`config.mk`:
```
export PLATFORM = sky130hd
export DESIGN_NAME = udp_port_packet_filter
export DESIGN_NICKNAME = d
export VERILOG_FILES = /design/src/hw/rtl/udpf_pkg.sv /design/src/hw/rtl/udp_port_packet_filter.sv
export SDC_FILE = /design/constraint.sdc
export NUM_CORES = 1
export LEC_CHECK = 0
export BUFFER_PORTS_ARGS = -buffer_cell sky130_fd_sc_hd__buf_4
export CAP_MARGIN = 25
export CORE_UTILIZATION = 45
export CTS_CLUSTER_DIAMETER = 200
export CTS_CLUSTER_SIZE = 30
export DETAILED_ROUTE_END_ITERATION = 10
export GPL_ROUTABILITY_DRIVEN = 0
export PLACE_DENSITY = 0.68
export REMOVE_ABC_BUFFERS = 1
export SLEW_MARGIN = 25
export SYNTH_ARGS = -nofsm -noshare
export SYNTH_HDL_FRONTEND = slang
export SYNTH_SLANG_ARGS = --single-unit
```
`constraint.sdc`:
```
create_clock -name clk -period 5.5 [get_ports clk]
set_clock_uncertainty 0.15 [all_clocks]
set_input_delay 0 -clock clk [delete_from_list [all_inputs] [get_ports clk]]
set_output_delay 0 -clock clk [all_outputs]
set_load 0.05 [all_outputs]
```
`src/hw/rtl/udpf_pkg.sv`:
```
`default_nettype none

package udpf_pkg;

    // Frame size limit
    localparam int unsigned MAX_FRAME_BYTES_DEF = 65535;

    // Byte positions inside the frame
    localparam logic [15:0] ETH_TYPE_POS    = 16'd12;
    localparam logic [15:0] INNER_TYPE_POS  = 16'd16;
    localparam logic [15:0] UNTAGGED_IP_POS = 16'd14;
    localparam logic [15:0] TAGGED_IP_POS   = 16'd18;
    localparam logic [15:0] IP_PROTO_OFS    = 16'd9;
    localparam logic [15:0] IP_HDR_BYTES    = 16'd20;
    localparam logic [15:0] UDP_HDR_BYTES   = 16'd8;

    // Header codes
    localparam logic [15:0] ETYPE_IPV4   = 16'h0800;
    localparam logic [15:0] ETYPE_VLAN   = 16'h8100;
    localparam logic [15:0] ETYPE_QINQ   = 16'h88A8;
    localparam logic [3:0]  IP_VERSION_4 = 4'd4;
    localparam logic [7:0]  IP_PROTO_UDP = 8'd17;

    // Register map (word index)
    localparam logic REG_FILTER_PORT = 1'b0;

endpackage

`default_nettype wire

```
`src/hw/rtl/udp_port_packet_filter.sv`:
```
// Channel   Signals                                   Transfer
// item      item_valid/item_ready, data_byte,         one frame byte
//           last_byte
// result    result_valid/result_ready, frame_match,   one verdict per frame
//           frame_bytes
// config    psel/penable/pwrite/paddr/pwdata/prdata   filter_port at 0x0
//
// One byte per clock while no result stalls the input; the last byte of a frame
// passes the input register, then is parsed and judged into the result register.
// Reset clears the filter port, the per-frame parse state and both valid flags.
// A waiting result stalls the input only while the held byte ends a frame.
`default_nettype none

module udp_port_packet_filter #(
    parameter int unsigned MAX_FRAME_BYTES = udpf_pkg::MAX_FRAME_BYTES_DEF
) (
    input  wire logic        clk,
    input  wire logic        rst_n,
    input  wire logic        item_valid,
    output logic             item_ready,
    input  wire logic [7:0]  data_byte,
    input  wire logic        last_byte,
    output logic             result_valid,
    input  wire logic        result_ready,
    output logic             frame_match,
    output logic [15:0]      frame_bytes,
    input  wire logic        psel,
    input  wire logic        penable,
    input  wire logic        pwrite,
    input  wire logic [2:0]  paddr,
    input  wire logic [31:0] pwdata,
    output logic [31:0]      prdata,
    output logic             pready
);

    localparam logic [15:0] MaxBytes = 16'(MAX_FRAME_BYTES);

    // Configuration register
    logic [15:0] filter_port_reg;

    // Input register
    logic        in_valid_reg;
    logic [7:0]  in_byte_reg;
    logic        in_last_reg;

    // Per-frame parse state
    logic [15:0] byte_offset_reg, byte_offset_next;
    logic [15:0] frame_type_reg, frame_type_next;
    logic        tag_present_reg, tag_present_next;
    logic [3:0]  ip_version_reg, ip_version_next;
    logic [3:0]  header_words_reg, header_words_next;
    logic [7:0]  ip_protocol_reg, ip_protocol_next;
    logic [15:0] source_port_reg, source_port_next;
    logic [15:0] dest_port_reg, dest_port_next;

    // Result register
    logic        result_valid_reg;
    logic        frame_match_reg, frame_match_next;
    logic [15:0] frame_bytes_reg;

    logic        advance;
    logic [15:0] pos;
    logic [15:0] ip_pos;
    logic [15:0] udp_pos;
    logic [15:0] judge_ip_pos;
    logic [15:0] judge_udp_pos;

    // APB: always ready, register at word 0
    assign pready = 1'b1;
    assign prdata = (paddr[2] == udpf_pkg::REG_FILTER_PORT) ?
                    {16'd0, filter_port_reg} : 32'd0;

    always_ff @(posedge clk or negedge rst_n)
    begin
        if (!rst_n)
        begin
            filter_port_reg <= 16'd0;
        end
        else if (psel && penable && pwrite && pready &&
                 (paddr[2] == udpf_pkg::REG_FILTER_PORT))
        begin
            filter_port_reg <= pwdata[15:0];
        end
    end

    // Consume the held byte unless it ends a frame while a result still waits
    assign advance    = in_valid_reg &&
                        (!in_last_reg || !result_valid_reg || result_ready);
    assign item_ready = !in_valid_reg || advance;

    // Input register
    always_ff @(posedge clk or negedge rst_n)
    begin
        if (!rst_n)
        begin
            in_valid_reg <= 1'b0;
        end
        else if (item_ready)
        begin
            in_valid_reg <= item_valid;
        end
    end

    always_ff @(posedge clk)
    begin
        if (item_valid && item_ready)
        begin
            in_byte_reg <= data_byte;
            in_last_reg <= last_byte;
        end
    end

    // Parse one byte into the next header state
    always_comb
    begin
        pos               = byte_offset_reg;
        frame_type_next   = frame_type_reg;
        tag_present_next  = tag_present_reg;
        ip_version_next   = ip_version_reg;
        header_words_next = header_words_reg;
        ip_protocol_next  = ip_protocol_reg;
        source_port_next  = source_port_reg;
        dest_port_next    = dest_port_reg;
        byte_offset_next  = byte_offset_reg;
        ip_pos  = tag_present_reg ? udpf_pkg::TAGGED_IP_POS : udpf_pkg::UNTAGGED_IP_POS;
        udp_pos = ip_pos;

        if (pos < MaxBytes)
        begin
            byte_offset_next = pos + 16'd1;

            // Outer EtherType, then check for one VLAN tag
            if (pos == udpf_pkg::ETH_TYPE_POS || pos == udpf_pkg::ETH_TYPE_POS + 16'd1)
            begin
                frame_type_next = {frame_type_next[7:0], in_byte_reg};
            end
            if (pos == udpf_pkg::ETH_TYPE_POS + 16'd1 &&
                (frame_type_next == udpf_pkg::ETYPE_VLAN ||
                 frame_type_next == udpf_pkg::ETYPE_QINQ))
            begin
                tag_present_next = 1'b1;
            end
            // Inner EtherType behind the tag
            if (tag_present_next && (pos == udpf_pkg::INNER_TYPE_POS ||
                                     pos == udpf_pkg::INNER_TYPE_POS + 16'd1))
            begin
                frame_type_next = {frame_type_next[7:0], in_byte_reg};
            end

            // IPv4 header fields
            if (pos == ip_pos)
            begin
                ip_version_next   = in_byte_reg[7:4];
                header_words_next = in_byte_reg[3:0];
            end
            if (pos == ip_pos + udpf_pkg::IP_PROTO_OFS)
            begin
                ip_protocol_next = in_byte_reg;
            end

            // UDP ports, located by the header length nibble
            udp_pos = ip_pos + {10'd0, header_words_next, 2'b00};
            if (pos >= ip_pos)
            begin
                if (pos == udp_pos || pos == udp_pos + 16'd1)
                begin
                    source_port_next = {source_port_next[7:0], in_byte_reg};
                end
                if (pos == udp_pos + 16'd2 || pos == udp_pos + 16'd3)
                begin
                    dest_port_next = {dest_port_next[7:0], in_byte_reg};
                end
            end
        end
    end

    // Judge the frame from the state after its last byte
    always_comb
    begin
        judge_ip_pos  = tag_present_next ? udpf_pkg::TAGGED_IP_POS :
                                           udpf_pkg::UNTAGGED_IP_POS;
        judge_udp_pos = judge_ip_pos + {10'd0, header_words_next, 2'b00};
        if (filter_port_reg == 16'd0)
        begin
            frame_match_next = 1'b1;
        end
        else if (frame_type_next != udpf_pkg::ETYPE_IPV4 ||
                 byte_offset_next < judge_ip_pos + udpf_pkg::IP_HDR_BYTES ||
                 ip_version_next != udpf_pkg::IP_VERSION_4 ||
                 ip_protocol_next != udpf_pkg::IP_PROTO_UDP ||
                 byte_offset_next < judge_udp_pos + udpf_pkg::UDP_HDR_BYTES)
        begin
            frame_match_next = 1'b0;
        end
        else
        begin
            frame_match_next = (source_port_next == filter_port_reg) ||
                               (dest_port_next == filter_port_reg);
        end
    end

    // Hold parse state; clear it after the last byte of a frame
    always_ff @(posedge clk or negedge rst_n)
    begin
        if (!rst_n)
        begin
            byte_offset_reg  <= 16'd0;
            frame_type_reg   <= 16'd0;
            tag_present_reg  <= 1'b0;
            ip_version_reg   <= 4'd0;
            header_words_reg <= 4'd0;
            ip_protocol_reg  <= 8'd0;
            source_port_reg  <= 16'd0;
            dest_port_reg    <= 16'd0;
        end
        else if (advance)
        begin
            if (in_last_reg)
            begin
                byte_offset_reg  <= 16'd0;
                frame_type_reg   <= 16'd0;
                tag_present_reg  <= 1'b0;
                ip_version_reg   <= 4'd0;
                header_words_reg <= 4'd0;
                ip_protocol_reg  <= 8'd0;
                source_port_reg  <= 16'd0;
                dest_port_reg    <= 16'd0;
            end
            else
            begin
                byte_offset_reg  <= byte_offset_next;
                frame_type_reg   <= frame_type_next;
                tag_present_reg  <= tag_present_next;
                ip_version_reg   <= ip_version_next;
                header_words_reg <= header_words_next;
                ip_protocol_reg  <= ip_protocol_next;
                source_port_reg  <= source_port_next;
                dest_port_reg    <= dest_port_next;
            end
        end
    end

    // Result register: load on the last byte, drop on transfer
    always_ff @(posedge clk or negedge rst_n)
    begin
        if (!rst_n)
        begin
            result_valid_reg <= 1'b0;
        end
        else if (advance && in_last_reg)
        begin
            result_valid_reg <= 1'b1;
        end
        else if (result_ready)
        begin
            result_valid_reg <= 1'b0;
        end
    end

    always_ff @(posedge clk)
    begin
        if (advance && in_last_reg)
        begin
            frame_match_reg <= frame_match_next;
            frame_bytes_reg <= byte_offset_next;
        end
    end

    assign result_valid = result_valid_reg;
    assign frame_match  = frame_match_reg;
    assign frame_bytes  = frame_bytes_reg;

endmodule

`default_nettype wire

```
; Word level (Yosys, flattened, before mapping)
; Cells that the tools add are included.
; Widths: inputs -> output; s select.
[totals]
ff_bits = 125
latch_bits = 0
mem_bits_rw = 0
rom_bits = 0
inputBits = 51
memories = 0
[op_classes]
n_addsub = 9
multipliers = 0
n_div = 0
order_cmp = 4
n_eq_ne = 17
shifts = 0
n_mux = 35
bitwise = 1
reduce_logical = 26
[op_table]
columns = op, n
row1 = $mux 16, 16
row2 = $eq 16x8->1, 3
row3 = $eq 16x16->1, 2
row4 = $eq 16x16->1 const B, 2
row5 = $eq 16x4->1 const B, 2
row6 = $eq 16x5->1 const B, 2
row7 = $mux 4, 7
row8 = $mux 8, 3
row9 = $add 16x1->16 const B, 1
row10 = $add 7x2->8 const B, 2
row11 = $eq 16x5->1, 1
row12 = $eq 16x6->1, 1
row13 = $eq 16x7->1, 1
row14 = $ge 16x5->1, 1
row15 = $logic_not 16->1, 1
row16 = $lt 16x16->1 const B, 1
row17 = $lt 16x6->1, 1
row18 = $lt 16x8->1, 1
row19 = $ne 16x12->1 const B, 1
row20 = $add 5x6->7, 2
row21 = $logic_or 1x1->1, 13
row22 = $mux 5, 2
row23 = $add 7x1->8 const B, 1
row24 = $add 7x4->8 const B, 1
row25 = 9 further kinds, 24

; Longest topological paths before layout
[logic_depth]
ltp_word = 18
mapped_depth = 22
depth_no_buf = 20

; Worst setup path before layout
; No wires, ideal clock.
[synth_timing]
path_type = reg2reg
start = register tag_present_reg
end = register frame_match_reg (netlist: frame_match) (data pin)
setup_time_ns = 0.257
arrival_time_ns = 4.341
slack_ns = 0.751
path_stages_with_launch = 22
cell_sequence = dfrtp_1 > inv_1 > ha_1 > and4_1 > nand4_1 > clkbuf_1 > nand2_1 > nand2_1 > ha_1 > inv_1 > fa_1 > inv_1 > ha_1 > nor2b_1 > nand4_1 > mux2i_1 > or4_4 > a211o_1 > buf_6 > mux2_1 > nand4_1 > a21oi_1
[synth_via]
elab_chain_len = 14
[synth_lines]
columns = item, line_no
row1 = from (decl), udp_port_packet_filter.sv:49  ; logic tag_present_reg, tag_present_next;
row2 = from (signal assigned), udp_port_packet_filter.sv:233  ; tag_present_reg <= tag_present_next;
row3 = $mux 5, udp_port_packet_filter.sv:125  ; ip_pos = tag_present_reg ? udpf_pkg::TAGGED_IP_POS : udpf_pkg::UNTAGGED_IP_POS;
row4 = $eq 16x5->1, udp_port_packet_filter.sv:151  ; if (pos == ip_pos)
row5 = $mux 4, udp_port_packet_filter.sv:151
row6 = $mux 4, udp_port_packet_filter.sv:128  ; if (pos < MaxBytes)
row7 = $add 5x6->7, udp_port_packet_filter.sv:162  ; udp_pos = ip_pos + {10'd0, header_words_next, 2'b00};
row8 = $add 7x1->8 or $add 7x2->8 (tied branches), "udp_port_packet_filter.sv:165, udp_port_packet_filter.sv:169"
row9 = "$eq 16x8->1, on equally long branches", "udp_port_packet_filter.sv:165, udp_port_packet_filter.sv:169"
row10 = "$logic_or 1x1->1, on equally long branches", "udp_port_packet_filter.sv:165, udp_port_packet_filter.sv:169"
row11 = "$mux 16, on equally long branches", "udp_port_packet_filter.sv:165, udp_port_packet_filter.sv:169"
row12 = $mux 16, udp_port_packet_filter.sv:163  ; if (pos >= ip_pos)
row13 = $mux 16, udp_port_packet_filter.sv:128
row14 = "$eq 16x16->1, on equally long branches", "udp_port_packet_filter.sv:197, udp_port_packet_filter.sv:198"
row15 = $logic_or 1x1->1, udp_port_packet_filter.sv:197  ; frame_match_next = (source_port_next == filter_port_reg) ||
row16 = $mux 1 (*), udp_port_packet_filter.sv:187  ; else if (frame_type_next != udpf_pkg::ETYPE_IPV4 ||
row17 = to (signal assigned), udp_port_packet_filter.sv:264  ; frame_match_reg <= frame_match_next;
row18 = to (decl), udp_port_packet_filter.sv:58  ; logic frame_match_reg, frame_match_next;
; Every way passes the cells marked *; elsewhere a longest branch is shown, timed or not. The select of a mux whose other input is x is not followed.
; A chain may end at the register's enable or synchronous reset.

; Final worst setup path
; Same ends and word-level chain as after synthesis.

==> key figures <==
Floorplan
  – Io pins: between 100 and 150
  – Die W: 134 microns
  – Core Region: around 0.017 sq mm
  – Die Height: between 100 and 150 microns
  – FP Rows: 47
  – Initial core utilization: roughly 47%
  – Die footprint: 0.0179 sq mm

Hold path
  – Hold Path Stages: 2
  – Hold Path End: in_byte_reg[3]
  – Hold WC Path Type: primary input to flop
  – Min-delay src: data_byte[3]

Critical path
  – Setup CP Type: flop to flop
  – Crit path max fanout: 9
  – Crit path DAT: 5.04 ns
  – Worst Setup End Kind: flop
  – FF-to-FF End: frame_match
  – Worst r2r path cells: 20
  – Startpoint class of the critical path: flop
  – Data required, critical path: ~5.5 ns
  – R2R setup slack: 0.48 ns
  – Worst r2r src: tag_present_reg

Global routing
  – Grt total ovfl: 0
  – First-pass GRT wire length: ~34 mm
  – Antenna violations before repair: 0
  – Tot GR Track Use: 24.3%
  – Largest net degree at the start of global routing: 67
  – Vias in the first global route: ~6400

STA
  – TNS Setup: 0 ns
  – Max_slew headroom: 34.3%
  – Tmin final: 5.02 ns
  – Endpoints failing setup: 0
  – Final Hold Viols: 0
  – Max Slew Vio Count: 0
  – Final Worst Setup Slack: just under 0.5 ns
  – Slew at the pin closest to its max-slew limit: 0.981 ns
  – Final period util: around nine tenths
  – RSZ-0062 raised after global routing: false
  – Fmax: approximately 200 MHz

Final layout
  – Share of cells above drive strength 1: between 10% and 20%
  – Area Growth Syn to Fin: 18.9%
  – Fin nets: ~1000
  – Commonest cells after routing, fill and taps aside: dfrtp_1, nand2_1, buf_4
  – Final Non-Filler Cells: 1152
  – Commonest non-fill, non-tap cell in the layout: dfrtp_1
  – Diode count: 0
  – Final core occ: a little under three fifths

Yosys
  – Number of synthesized flops with an enable pin: 26
  – Synthesized flop and latch total: 125
  – Mapped Cells: 845
  – Synth Warn #: 0
  – Ys flop type: dfrtp_1
  – Post-synth cell types: 70
  – Mean Syn Cell Area: around 9.2 sq um
  – Synthesized area: slightly below 0.008 sq mm
  – Async S/R FF share, synth: between 70% and 80%
  – Seq/Total Area, Yosys: 41.8%

Status
  – Status: completed

Placed design
  – Place WS: 0.548 ns
  – Placed insts: ~1100
  – Detail Placement HPWL: 13.9 mm
  – IO buf count: 67

Clocking
  – Reg clk slew, reported paths: roughly 0.060 ns
  – H-tree levels: 4
  – Number of clock sinks: about 130
  – Longest Clk Path Bufs: 2
  – TritonCTS clock tree: yes
  – Post-CTS Repair Setup Buffers: 0
  – Clk root buf: clkbuf_16
  – Clk_lat worst skew: between 0.4 and 0.5 ns
  – CTS Buf Count: 17

Flow run
  – Max-Cap Viols: 0

Detailed routing
  – 1st-iter DRT viols: roughly 740
  – Pre-Repair DR Iteration Count: 5
  – Vias per inst: between 5 and 6
  – Vias: 6790
  – Final ANT Viol Nets: 0
  – Drt total wl: between 20 and 25 mm
  – WL/cell: approximately 18 microns
  – DRC Markers: 0

Power
  – Static leakage power: around 4.0 nW
  – Peak supply drop: around 0.24 mV
  – Cell Pwr Density: between 300 and 400 mW/mm^2
  – Tot Pwr: between 0.002 and 0.003 W
-- per-stage QoR --
stage          hold WS, ns  cell area (sq um)
5_1_grt              0.134               9280
6_report             0.138               9280
4_1_cts              0.125               9270
3_5_place_dp        -0.160               8400
3_3_place_gp        -0.162               8400
2_1_floorplan       -0.446               7490
-- final cells by class --
| cell class | instances | area [sq um] |
|---|---|---|
| sequential | 125 | 3260 |
| clock inverter | 7 | 62.6 |
| fill | 1484 | 7480 |
| timing repair buffer | 114 | 941 |
| inverter | 42 | 158 |
| tap | 220 | 275 |
| clock buffer | 25 | 497 |
| multi-input combinational | 619 | 4090 |
-- repair_timing --
item | in CTS | in global routing
hold buffers | 30 | 0
resized for setup | 0 | 1
endpoints found under the setup margin | 0 | 1
hold endpoints to repair | 60 | 0
-- routing by layer --
layer | share of wire (%) | routed length, microns | global-route usage, %
met3 | 6.0 | 1250 | 5.67
met2 | 46 | 9620 | 37.2
met1 | 46 | 9650 | 34.0
met5 | 0 | 0 | 0
met4 | 1.5 | 306 | 7.51
-- worst max-delay path, stage by stage, from the launching register on --
cell and delay [ns]:
dfrtp_1 0.53, inv_1 0.15, ha_1 0.32, and4_1 0.24
and4_1 0.23, nand2_1 0.07, nand2_1 0.08, ha_1 0.21
inv_1 0.07, fa_1 0.54, inv_1 0.06, ha_1 0.23
nor2b_1 0.15, nand4_1 0.11, mux2i_1 0.09, or4_4 0.50
a211o_1 0.45, and2_1 0.23, o22a_1 0.16, nand4_1 0.10
a21oi_1 0.08
-- power breakdown --
group	internal (W)	total [W]	leakage, nW	switching, W
Sequential	0.00103	0.00117	1.59	0.000148
Clock	0.000667	0.00107	0.276	0.000402
Combinational	0.000230	0.000570	2.13	0.000340
-- cells in the mapped netlist, types with 6 or more instances --
cell | count | area [sq um]
nor4_1 | 14 | 87.6
a21o_1 | 9 | 67.6
xor2_1 | 22 | 193
mux2_2 | 20 | 225
nand2_1 | 98 | 368
o2111ai_1 | 8 | 70.1
nand3_1 | 16 | 80.1
o22ai_1 | 13 | 81.3
a22o_1 | 9 | 78.8
buf_4 | 18 | 135
a22oi_1 | 54 | 405
o31ai_1 | 6 | 45.0
o21ai_0 | 64 | 320
nand2b_1 | 8 | 50.1
nor2_1 | 43 | 161
inv_1 | 42 | 158
ha_1 | 23 | 288
nor3_1 | 15 | 75.1
nand4_1 | 13 | 81.3
xnor2_1 | 27 | 236
mux2i_1 | 11 | 110
clkbuf_1 | 47 | 176
edfxtp_1 | 26 | 781
nor2b_1 | 12 | 75.1
dfrtp_1 | 99 | 2480
a21oi_1 | 19 | 95.1
o21ai_1 | 11 | 55.1
or3_1 | 7 | 43.8
-- how the worst max path moves through the flow --
| stage | end | slack [ns] | cells after the start | startpoint |
|---|---|---|---|---|
| floorplan | source_port_reg[2] | 0.57 | 16 | tag_present_reg |
| finish | frame_match | 0.48 | 20 | tag_present_reg |
| global placement | frame_match | 0.64 | 20 | tag_present_reg |
| CTS | frame_match | 0.53 | 19 | tag_present_reg |
| detailed placement | frame_match | 0.55 | 19 | tag_present_reg |
| global route | frame_match | 0.09 | 17 | tag_present_reg |
-- cell families after synthesis --
family,share of synthesized area [%]
AOI/OAI and AO/OA,19.9
xor gates and xnor gates,5.79
and+or+nand+nor,17.1
other,0.0962
buffers and inverters,6.70
DFF,41.8
muxes,4.44
adders and majority gates,4.20
Power figures use the tool's default switching activity.
